## src/rtl/tacf_pkg.sv

```systemverilog
// ============================================================================
// Token-at-cursor finder package
// Shared widths, request codes and the controller/datapath signal groups.
// ============================================================================
package tacf_pkg;

    localparam int MAX_TOKENS_DEF = 1024;
    localparam int LINE_BITS_DEF  = 20;
    localparam int COL_BITS_DEF   = 16;

    localparam int IDX_BITS = 10;
    localparam int CNT_BITS = 11;

    localparam logic REQ_LOAD  = 1'b0;
    localparam logic REQ_QUERY = 1'b1;

    localparam logic REG_TOKEN_COUNT = 1'b0;

    typedef struct packed {
        logic load_wr;
        logic init;
        logic rd_en;
        logic rd_scan;
        logic bs_step;
        logic sc_step;
    } cmd_t;

    typedef struct packed {
        logic bad_query;
        logic lo_lt_hi;
        logic lo_lt_n;
        logic end_before;
        logic start_after;
        logic tok_str;
    } status_t;

endpackage

```

## src/rtl/tacf_ctrl.sv

```systemverilog
// ============================================================================
// Token-at-cursor finder controller
// Issues load-beat table writes and sequences the binary search probes, the forward scan and the result beat.
// ============================================================================
module tacf_ctrl (
    input  logic              clk,
    input  logic              rst_n,
    input  logic              start,
    input  logic              req_type,
    input  tacf_pkg::status_t status,
    output tacf_pkg::cmd_t    cmd,
    output logic              busy,
    output logic              done
);

    import tacf_pkg::*;

    localparam logic [2:0] ST_IDLE   = 3'd0;
    localparam logic [2:0] ST_BS_CHK = 3'd1;
    localparam logic [2:0] ST_BS_CMP = 3'd2;
    localparam logic [2:0] ST_SC_CHK = 3'd3;
    localparam logic [2:0] ST_SC_CMP = 3'd4;
    localparam logic [2:0] ST_DONE   = 3'd5;

    logic [2:0] st_reg;
    logic [2:0] st_next;

    always_ff @(posedge clk or negedge rst_n)
    begin
        if (!rst_n)
        begin
            st_reg <= ST_IDLE;
        end
        else
        begin
            st_reg <= st_next;
        end
    end

    always_comb
    begin
        st_next = st_reg;
        cmd     = '0;
        unique case (st_reg)
            ST_IDLE:
            begin
                if (start && (req_type == REQ_QUERY))
                begin
                    cmd.init = 1'b1;
                    st_next  = status.bad_query ? ST_DONE : ST_BS_CHK;
                end
                else if (start)
                begin
                    cmd.load_wr = 1'b1;
                end
            end
            ST_BS_CHK:
            begin
                if (status.lo_lt_hi)
                begin
                    cmd.rd_en = 1'b1;
                    st_next   = ST_BS_CMP;
                end
                else
                begin
                    st_next = ST_SC_CHK;
                end
            end
            ST_BS_CMP:
            begin
                cmd.bs_step = 1'b1;
                st_next     = ST_BS_CHK;
            end
            ST_SC_CHK:
            begin
                if (status.lo_lt_n)
                begin
                    cmd.rd_en   = 1'b1;
                    cmd.rd_scan = 1'b1;
                    st_next     = ST_SC_CMP;
                end
                else
                begin
                    st_next = ST_DONE;
                end
            end
            ST_SC_CMP:
            begin
                if (status.start_after)
                begin
                    st_next = ST_DONE;
                end
                else
                begin
                    cmd.sc_step = 1'b1;
                    st_next     = status.tok_str ? ST_DONE : ST_SC_CHK;
                end
            end
            ST_DONE:
            begin
                st_next = ST_IDLE;
            end
            default:
            begin
                st_next = ST_IDLE;
            end
        endcase
    end

    assign busy = (st_reg != ST_IDLE);
    assign done = (st_reg == ST_DONE);

    a_done_single: assert property (@(posedge clk) disable iff (!rst_n)
        done |=> !done && !busy)
        else $error("result beat not followed by idle");

    a_query_busy: assert property (@(posedge clk) disable iff (!rst_n)
        (start && !busy && (req_type == REQ_QUERY)) |=> busy)
        else $error("accepted query did not make the block busy");

    a_load_idle: assert property (@(posedge clk) disable iff (!rst_n)
        (start && !busy && (req_type == REQ_LOAD)) |=> !busy && !done)
        else $error("load beat started a search");

    a_cmp_after_read: assert property (@(posedge clk) disable iff (!rst_n)
        (cmd.bs_step || cmd.sc_step) |-> $past(cmd.rd_en))
        else $error("compare without a preceding table read");

endmodule

```

## config.mk

```make
export PLATFORM = sky130hd
export DESIGN_NAME = tacf_ctrl
export DESIGN_NICKNAME = d
export VERILOG_FILES = /design/src/rtl/tacf_pkg.sv /design/src/rtl/tacf_ctrl.sv
export SDC_FILE = /design/constraint.sdc
export NUM_CORES = 1
export LEC_CHECK = 0
export ABC_AREA = 1
export BUFFER_PORTS_ARGS = -buffer_cell sky130_fd_sc_hd__buf_2
export CELL_PAD_IN_SITES_DETAIL_PLACEMENT = 1
export CELL_PAD_IN_SITES_GLOBAL_PLACEMENT = 1
export CORE_AREA = 2 2 39 41
export CTS_CLUSTER_DIAMETER = 40
export DETAILED_ROUTE_END_ITERATION = 6
export DIE_AREA = 0 0 41 43
export GPL_TIMING_DRIVEN = 0
export PLACE_DENSITY_LB_ADDON = 0.25
export SETUP_SLACK_MARGIN = 0.5
export SLEW_MARGIN = 10
export SYNTH_ARGS = -nofsm -noshare
export SYNTH_HDL_FRONTEND = slang
export SYNTH_SLANG_ARGS = --single-unit
```

## constraint.sdc

```tcl
create_clock -name clk -period 0.9 [get_ports clk]
set_input_delay 0.09 -clock clk [delete_from_list [all_inputs] [get_ports clk]]
set_output_delay 0.09 -clock clk [all_outputs]
set_load 0.02 [all_outputs]
```

==> metrics, run 1 <==
share of cells above drive strength 1=67.57%; worst-path maximum fanout=5; ANT cells=0; Clock Sink Count=3; fmax=753.0 MHz; Inst Count DP=74; LEAKAGE=0.0003154 µW; Max VDD drop=0.9913 mV; sequential area share after synthesis=30.15%; synthesized instance count=42; P per Cell Area=3323 mW/mm²; Layout Utilization=44.21%; I/O pin total=18; clk_lat worst skew=240 ps; Least-Margin Pin Slew=208.3 ps; Post-Syn Area=249.0 µm²; GP Congestion=0.7065; Synth area leaders=dfrtp_1, inv_1, nand2_1; crit path kind=reg2out; max FFs per register=3; synthesized flop and latch total=3; GR Overflow Total=0; r2r endpoint=st_reg[2]; reg-to-reg startpoint=st_reg[1]; Overall Power=2033 µW; worst rel slew slack=86.10%; CP Cell Sequence=nor2_4 -> nand2_4 -> nor3_4 -> buf_6; Core ar.=0.001384 mm²; Worst setup EP type=output port; gr usage total=14.33%; Setup Skew=6.834 ps; arrival time at the worst endpoint=1240 ps; Vias per Instance=4.433; R2R depth=8; Final Max Tran Viols=0; Critical Path Start Type=flip-flop; TritonRoute pass-1 iters=4; row count=14; setup TNS=-3619 ps; CP max stage delay=440 ps; outcome=finished with violations; Final setup violation count=11; number of global-route vias before repair=396; DRC=0; clk slew on worst S/H paths=40 ps; detailed placement HPWL=591.6 µm; DIE HEIGHT=43 µm; CTS buffer count=3; initial antenna violation count=0; Data required, critical path=810 ps; Area Overhead vs Synth=145.7%; global-route wire length before repair=1.642 mm; Max Cap Violations=0; final period utilization=147.6%; Yosys top cell area share=30.15%; Final Net Count=85; worst min path class=in2reg; Routed Antenna Nets=0; CP max stage cell=dfrtp_2; final WL=999 µm; failing checks=setup timing; CTS H-tree depth=1; CTS tree=done; Layout fillers=177; synthesized net count=52; Initial Utilization=17.99%; final hold violations=0; Yosys warning count=0; Die Area=0.001763 mm²; Hold Path Depth=4; library cells used by synthesis=11; Worst Hold End=st_reg[1]; RSZ-0062 raised after global routing=true; Synth area leader=dfrtp_1; reg2reg setup slack=-340 ps; Iter 0 DRT Violations=3; hold path start=status[0]; Tmin final=1328 ps; die width=41 µm; Mean Syn Cell Area=5.928 µm²; worst setup margin=-428.0 ps; I/O Buffers=16; vias=399; Longest Clk Path Bufs=2; pin count of the biggest net entering global routing=7; non-filler instance count after layout=90; clk root buf=clkbuf_4; WL per Instance=11.10 µm
-- worst max-delay path: cells and delay by family (launching register included) --
kind | cells | cell delay, ps
buf+inv | 1 | 140
flops | 1 | 440
simple gates | 3 | 420
-- worst max-delay path by stage --
stage,from,to,slack [ps],cells after the start
global placement,st_reg[0],cmd[3],-340,5
global route,st_reg[0],cmd[4],-490,4
CTS,st_reg[1],cmd[3],-420,4
finish,st_reg[0],cmd[5],-430,4
detailed placement,st_reg[0],cmd[3],-350,5
floorplan,st_reg[0],cmd[4],-200,3
-- synth_stat cells, drive strengths merged --
master	count
inv	11
nand2	9
nor2	8
nand3	5
dfrtp	3
nor3	3
o211ai	1
o21ai	1
o22ai	1
-- logic make-up after synthesis --
group,after synthesis,synth area share [%]
and+or+nand+nor,25,45.72
buffers and inverters,11,16.58
AOI/OAI and AO/OA,3,7.538
DFF,3,30.15
-- layout by cell type, fill, tap and decap left out, types with 2 or more instances in the layout --
cell,n
nor3_4,2
nor2_1,3
clkbuf_4,3
buf_4,11
nand2_1,6
dfrtp_2,3
buf_6,8
inv_2,2
nand3_1,4
nand2_2,2
nor2_4,4
buf_2,8
inv_1,8
-- layout make-up --
cell class	instances	area (µm²)	share of cell area (%)
Clock buffer	4	26.28	4.294
Timing Repair Buffer	28	222.7	36.40
Tap cell	16	20.02	3.272
Multi-Input combinational cell	28	217.7	35.58
Sequential cell	3	78.83	12.88
Inverter	11	46.29	7.566
-- where the power goes --
| part | internal [µW] | leakage (µW) | switching (µW) | total [µW] |
|---|---|---|---|---|
| combinational | 730 | 0.000267 | 728 | 1460 |
| clock | 167 | 0.0000150 | 84.1 | 251 |
| sequential | 211 | 0.0000335 | 113 | 324 |
-- metal layers --
| metal | vias up | track usage (%) | share of wire, % |
|---|---|---|---|
| li1 | 193 | - | - |
| met5 | - | 0 | 0 |
| met3 | 2 | 3.141 | 4.2 |
| met1 | 190 | 16.01 | 36 |
| met2 | 14 | 23.44 | 59 |
| met4 | 0 | 8.000 | 1.1 |
-- per-stage QoR --
stage               area [µm²]  worst slack, ps  hold WS (ps)
finish                   611.8           -428.0         160.6
global route             611.8           -488.1         191.2
CTS                      563.0           -416.6         158.7
detailed placement       412.9           -354.6        -113.7
global placement         412.9           -340.5        -115.6
floorplan                312.8           -195.8        -205.6
-- repair_timing --
action | 4_1_cts | 5_1_grt
cloned | 0 | 0
setup endpoints to repair | 11 | 11
endpoints found under the hold margin | 3 | 0
buffers inserted | 8 | 3
gates resized for setup | 22 | 7
hold buffers | 1 | 0
pin swaps | 7 | 3
Power figures use the tool's default switching activity.
==> run 2: changes to the inputs <==
Settings changed: CELL_PAD_IN_SITES_DETAIL_PLACEMENT 1 to unset, CELL_PAD_IN_SITES_GLOBAL_PLACEMENT 1 to unset.
==> run 2 against run 1 <==
  * The flow still finishes with violations (setup timing)
  * Routed wire length down 20%
  * Clock skew down 4.3 ps
  * Non-clock buffer count unchanged
  * Largest cell class is now multi-input gates
  * Largest power group unchanged
==> metrics, run 2 (synthesis gave the netlist of run 1 again) <==
reg-to-reg startpoint=st_reg[0] (was st_reg[1]); CP max stage cell=dfrtp_2 (unchanged); WL per Instance=8.889 µm (was 11.10 µm); CTS H-tree depth=1 (unchanged); Worst Setup SP=st_reg[0] (unchanged); failing checks=setup timing (unchanged); Critical Path Start Type=flip-flop (unchanged); Max Cap Violations=0 (unchanged); outcome=finished with violations (unchanged); I/O pin total=18 (unchanged); CTS tree=done (unchanged); Overall Power=2038 µW (was 2033 µW); row count=14 (unchanged); FF/Latch Area=78.83 µm² (unchanged); RSZ-0062 raised after global routing=true (unchanged); Tmin final=1298 ps (was 1328 ps); most frequent cells in the layout=buf_2, buf_6, buf_4 (was buf_4, inv_1, buf_2, buf_6, nand2_1); Final Net Count=85 (unchanged); area of the multi-input gates=226.5 µm² (was 217.7 µm²); gr usage total=10.88% (was 14.33%); max FFs per register=3 (unchanged); die width=41 µm (unchanged); final period utilization=144.2% (was 147.6%); vias=381 (was 399); clk_lat worst skew=230 ps (was 240 ps); Layout fillers=146 (was 177); pin count of the biggest net entering global routing=6 (was 7); Crit. path cell count=4 (unchanged); Min Hold Slack=146.5 ps (was 160.6 ps); clk slew on worst S/H paths=30 ps (was 40 ps); ANT cells=0 (unchanged); Data required, critical path=810 ps (about the same); clk root buf=clkbuf_4 (unchanged); TritonRoute pass-1 iters=4 (unchanged); CP endpoint=cmd[5] (unchanged); global-route wire length before repair=1.255 mm (was 1.642 mm); detailed placement HPWL=525.6 µm (was 591.6 µm); P per Cell Area=3290 mW/mm² (was 3323 mW/mm²); Core ar.=0.001384 mm² (unchanged); Cell Area, Placed=412.9 µm² (unchanged); GR Overflow Total=0 (unchanged); LEAKAGE=0.0003171 µW (was 0.0003154 µW); r2r endpoint=st_reg[2] (unchanged); Clock Sink Count=3 (unchanged); Iter 0 DRT Violations=9 (was 3); I/O Buffers=16 (unchanged); worst-path maximum fanout=5 (unchanged); GP Congestion=0.7241 (was 0.7065); DIE HEIGHT=43 µm (unchanged); CTS buffer count=3 (unchanged); fmax=770.3 MHz (was 753.0 MHz); worst rel slew slack=86.52% (was 86.10%); final WL=800 µm (was 999 µm); Initial Utilization=17.99% (unchanged); Vias per Instance=4.233 (was 4.433); crit path kind=reg2out (unchanged); Worst setup EP type=output port (unchanged); worst setup margin=-398.2 ps (was -428.0 ps); arrival time at the worst endpoint=1210 ps (was 1240 ps); CP max stage delay=440 ps (about the same); final hold violations=0 (unchanged); Routed Antenna Nets=0 (unchanged); Layout Utilization=44.76% (was 44.21%); R2R depth=7 (was 8); Die Area=0.001763 mm² (unchanged); worst min path class=in2reg (unchanged); Setup Skew=2.581 ps (was 6.834 ps); Final Max Tran Viols=0 (unchanged); Max VDD drop=1.185 mV (was 0.9913 mV); post-route cell area=619.3 µm² (was 611.8 µm²); number of global-route vias before repair=328 (was 396); Longest Clk Path Bufs=2 (unchanged); initial antenna violation count=0 (unchanged); DRC=0 (unchanged); CP Cell Sequence=nor2_4 -> nand2_4 -> nor3_4 -> buf_6 (unchanged); Least-Margin Pin Slew=202.0 ps (was 208.3 ps); crit-path leading delay family=flip-flops (unchanged); Final setup violation count=11 (unchanged); Area Overhead vs Synth=148.7% (was 145.7%); Buf/Inv on CP=1 (unchanged); non-filler instance count after layout=90 (unchanged); share of cells above drive strength 1=68.92% (was 67.57%); Inst Count DP=74 (unchanged); reg2reg setup slack=-260 ps (was -340 ps)
==> run 2: area by class of cell <==
type	instances	share of cell area [%]
multi-input combinational	28	36.57
timing repair buffer	28	36.16
sequential	3	12.73
inverter	11	7.071
clock buffer	4	4.242
tap	16	3.232
==> run 2: stage by stage <==
step / setup TNS [ps] / setup WS, ps
2_1_floorplan: -892.1 / -195.8
3_3_place_gp: -1817 / -331.7
3_5_place_dp: -1778 / -333.1
4_1_cts: -3318 / -406.3
5_1_grt: -3984 / -455.0
6_report: -3401 / -398.2
==> run 2: worst reg2reg max path: stages (launching register included) <==
cell and delay [ps]:
dfrtp_2 440, nor2_4 190, buf_4 130, buf_4 90, nand3_1 70, nand3_2 70, nand2_1 50, inv_1 60
==> run 2: worst min-delay path by stage <==
| stage | endpoint | slack, ps | startpoint | cells past startpoint |
|---|---|---|---|---|
| final | st_reg[1] | 150 | status[0] | 4 |
| after CTS | st_reg[1] | 140 | status[0] | 4 |
| after floorplan | st_reg[0] | -210 | rst_n | 0 |
| after detailed placement | st_reg[0] | -110 | rst_n | 1 |
| after global routing | st_reg[1] | 140 | status[0] | 4 |
| after global placement | st_reg[0] | -110 | rst_n | 1 |
==> run 2: report_power, final <==
group | switching [µW] | total, µW | internal, µW
Sequential | 117 | 328 | 211
Combinational | 725 | 1470 | 747
Clock | 70.3 | 236 | 166
Total | 913 | 2040 | 1120
==> run 2: timing repair <==
action	CTS	global route
hold endpoints to repair	3	0
pin swaps	6	2
endpoints found under the setup margin	11	11
resized for setup	25	5
hold buffers	1	0
buffers inserted	10	1
==> run 2: per-layer routing <==
metal	GRT usage [%]	part of all wire, %	vias up	wire (µm)
li1	-	-	194	-
met3	2.094	5.5	2	44
met2	15.63	51	16	407
met1	13.64	42	169	334
met5	0	0	-	0
met4	8.000	1.8	0	14
==> run 3: changes to the inputs <==
Clock period 0.9 ns to 1.4 ns, I/O delays scaled along.
==> run 3 against run 2 <==
  * The flow now finishes without violations
  * Sequential cell count unchanged
  * Global-route usage increased by 0.40 points
  * First-iteration DRC count decreased by 67%
  * Cell count unchanged
  * Total power decreased by 38%
  * Combinational power decreased by 38%
==> metrics, run 3 (synthesis gave the netlist of run 1 again) <==
worst slack, placed=104.7 ps (was -333.1 ps); most frequent cells in the layout=buf_4, buf_2, inv_1, buf_6 (was buf_2, buf_6, buf_4); RSZ-0062 raised after global routing=true (unchanged); P per Cell Area=2098 mW/mm² (was 3290 mW/mm²); pin count of the biggest net entering global routing=7 (was 6); Data required, critical path=1260 ps (was 810 ps); WL per Instance=9.011 µm (was 8.889 µm); LEAKAGE=0.0003085 µW (was 0.0003171 µW); commonest non-fill, non-tap cell in the layout=buf_4; global-route wire length before repair=1.338 mm (was 1.255 mm); CTS H-tree depth=1 (unchanged); Final setup violation count=0 (was 11); final period utilization=96.13%; hold path start=status[0] (unchanged); r2r endpoint=st_reg[0] (was st_reg[2]); GP Congestion=0.7274 (was 0.7241); worst setup margin=54.20 ps (was -398.2 ps); Layout Utilization=43.85% (was 44.76%); initial antenna violation count=0 (unchanged); GR Overflow Total=0 (unchanged); vias=366 (was 381); Layout fillers=148 (was 146); Cell Area, Placed=407.9 µm² (was 412.9 µm²); Vias per Instance=4.067 (was 4.233); Worst Setup SP=st_reg[0] (unchanged); outcome=completed (was finished with violations); reg-to-reg startpoint=st_reg[0] (unchanged); detailed placement HPWL=546.3 µm (was 525.6 µm); post-route cell area=606.8 µm² (was 619.3 µm²); Min Hold Slack=187.8 ps (was 146.5 ps); worst rel slew slack=86.67% (was 86.52%); die width=41 µm (unchanged); R2R depth=6 (was 7); Max Cap Violations=0 (unchanged); Clock Sink Count=3 (unchanged); Core ar.=0.001384 mm² (unchanged); crit path kind=reg2out (unchanged); Final Max Tran Viols=0 (unchanged); Critical Path Start Type=flip-flop (unchanged); arrival time at the worst endpoint=1210 ps (about the same); row count=14 (unchanged); CTS tree=done (unchanged); Hold Path Depth=4 (unchanged); worst-path maximum fanout=5 (unchanged); max FFs per register=3 (unchanged); DRC=0 (unchanged); Worst Hold End=st_reg[1] (unchanged); clk_lat worst skew=240 ps (was 230 ps); Overall Power=1273 µW (was 2038 µW); number of global-route vias before repair=357 (was 328); Max VDD drop=0.6570 mV (was 1.185 mV); fmax=743.1 MHz; clk root buf=clkbuf_4 (unchanged); Final Net Count=85 (unchanged); worst min path class=in2reg (unchanged); Die Area=0.001763 mm² (unchanged); DIE HEIGHT=43 µm (unchanged); ANT cells=0 (unchanged); I/O Buffers=16 (unchanged); share of cells above drive strength 1=66.22% (was 68.92%); final hold violations=0 (unchanged); I/O pin total=18 (unchanged); TritonRoute pass-1 iters=4 (unchanged); Area Overhead vs Synth=143.7% (was 148.7%); Iter 0 DRT Violations=3 (was 9); final WL=811 µm (was 800 µm); Setup Skew=6.784 ps (was 2.581 ps); Tmin final=1346 ps; Worst setup EP type=output port (unchanged); Initial Utilization=17.99% (unchanged); Routed Antenna Nets=0 (unchanged); reg2reg setup slack=210 ps (was -260 ps); Longest Clk Path Bufs=2 (unchanged); CTS buffer count=3 (unchanged); clk slew on worst S/H paths=40 ps (was 30 ps); Least-Margin Pin Slew=199.8 ps (was 202.0 ps); gr usage total=11.28% (was 10.88%)
## run 3: changes by cell type in the layout (fill, tap and decap cells not counted)
| cell | before | now |
|---|---|---|
| buf_4 | 9 | 10 |
| buf_6 | 9 | 8 |
| nand3_1 | 4 | 5 |
| nand3_2 | 1 | 0 |
| o21ai_1 | 0 | 1 |
| o21ai_2 | 1 | 0 |
## run 3: critical path: stages (launching register included)
cell and delay, ps:
dfrtp_2 440, nor2_4 190, nand2_4 90, nor3_4 120
buf_6 140
## run 3: metal layers
layer,vias up,global-route usage [%],share of wire [%],wire [µm]
met1,158,13.31,40,326
met2,14,18.13,54,434
met3,0,0.5236,6.3,51
met4,0,8.000,0,0
li1,194,-,-,-
met5,-,0,0,0
## run 3: area by class of cell
type                            count  area, µm²  share of cell area (%)
Tap cell                           16      20.02                   3.299
Inverter                           11      43.79                   7.216
Sequential cell                     3      78.83                   12.99
Clock buffer                        4      26.28                   4.330
Multi-Input combinational cell     28      217.7                   35.88
Timing Repair Buffer               28      220.2                   36.29
## run 3: through the flow
stage | TNS (ps) | std cells
floorplan | 0 | 42
global placement | 0 | 74
detailed placement | 0 | 74
CTS | 0 | 88
global route | -6.852 | 90
finish | 0 | 90
## run 3: worst max-delay path by stage
stage / end / cells past startpoint / slack [ps]
final: cmd[4] / 4 / 50
after global routing: cmd[4] / 4 / -7
after global placement: cmd[3] / 5 / 110
after CTS: cmd[4] / 4 / 50
after detailed placement: cmd[3] / 5 / 100
after floorplan: cmd[4] / 3 / 250
## run 3: where the power goes
group / total (µW) / leakage, µW / switching (µW) / internal (µW)
sequential: 211 / 0.0000335 / 75.5 / 136
clock: 155 / 0.0000150 / 47.7 / 107
combinational: 907 / 0.000260 / 454 / 453
## run 3: timing repair
item	4_1_cts	5_1_grt
setup endpoints to repair	11	11
pin swaps	4	4
endpoints found under the hold margin	3	0
resized for setup	19	9
hold buffers	1	0
setup buffers	9	2
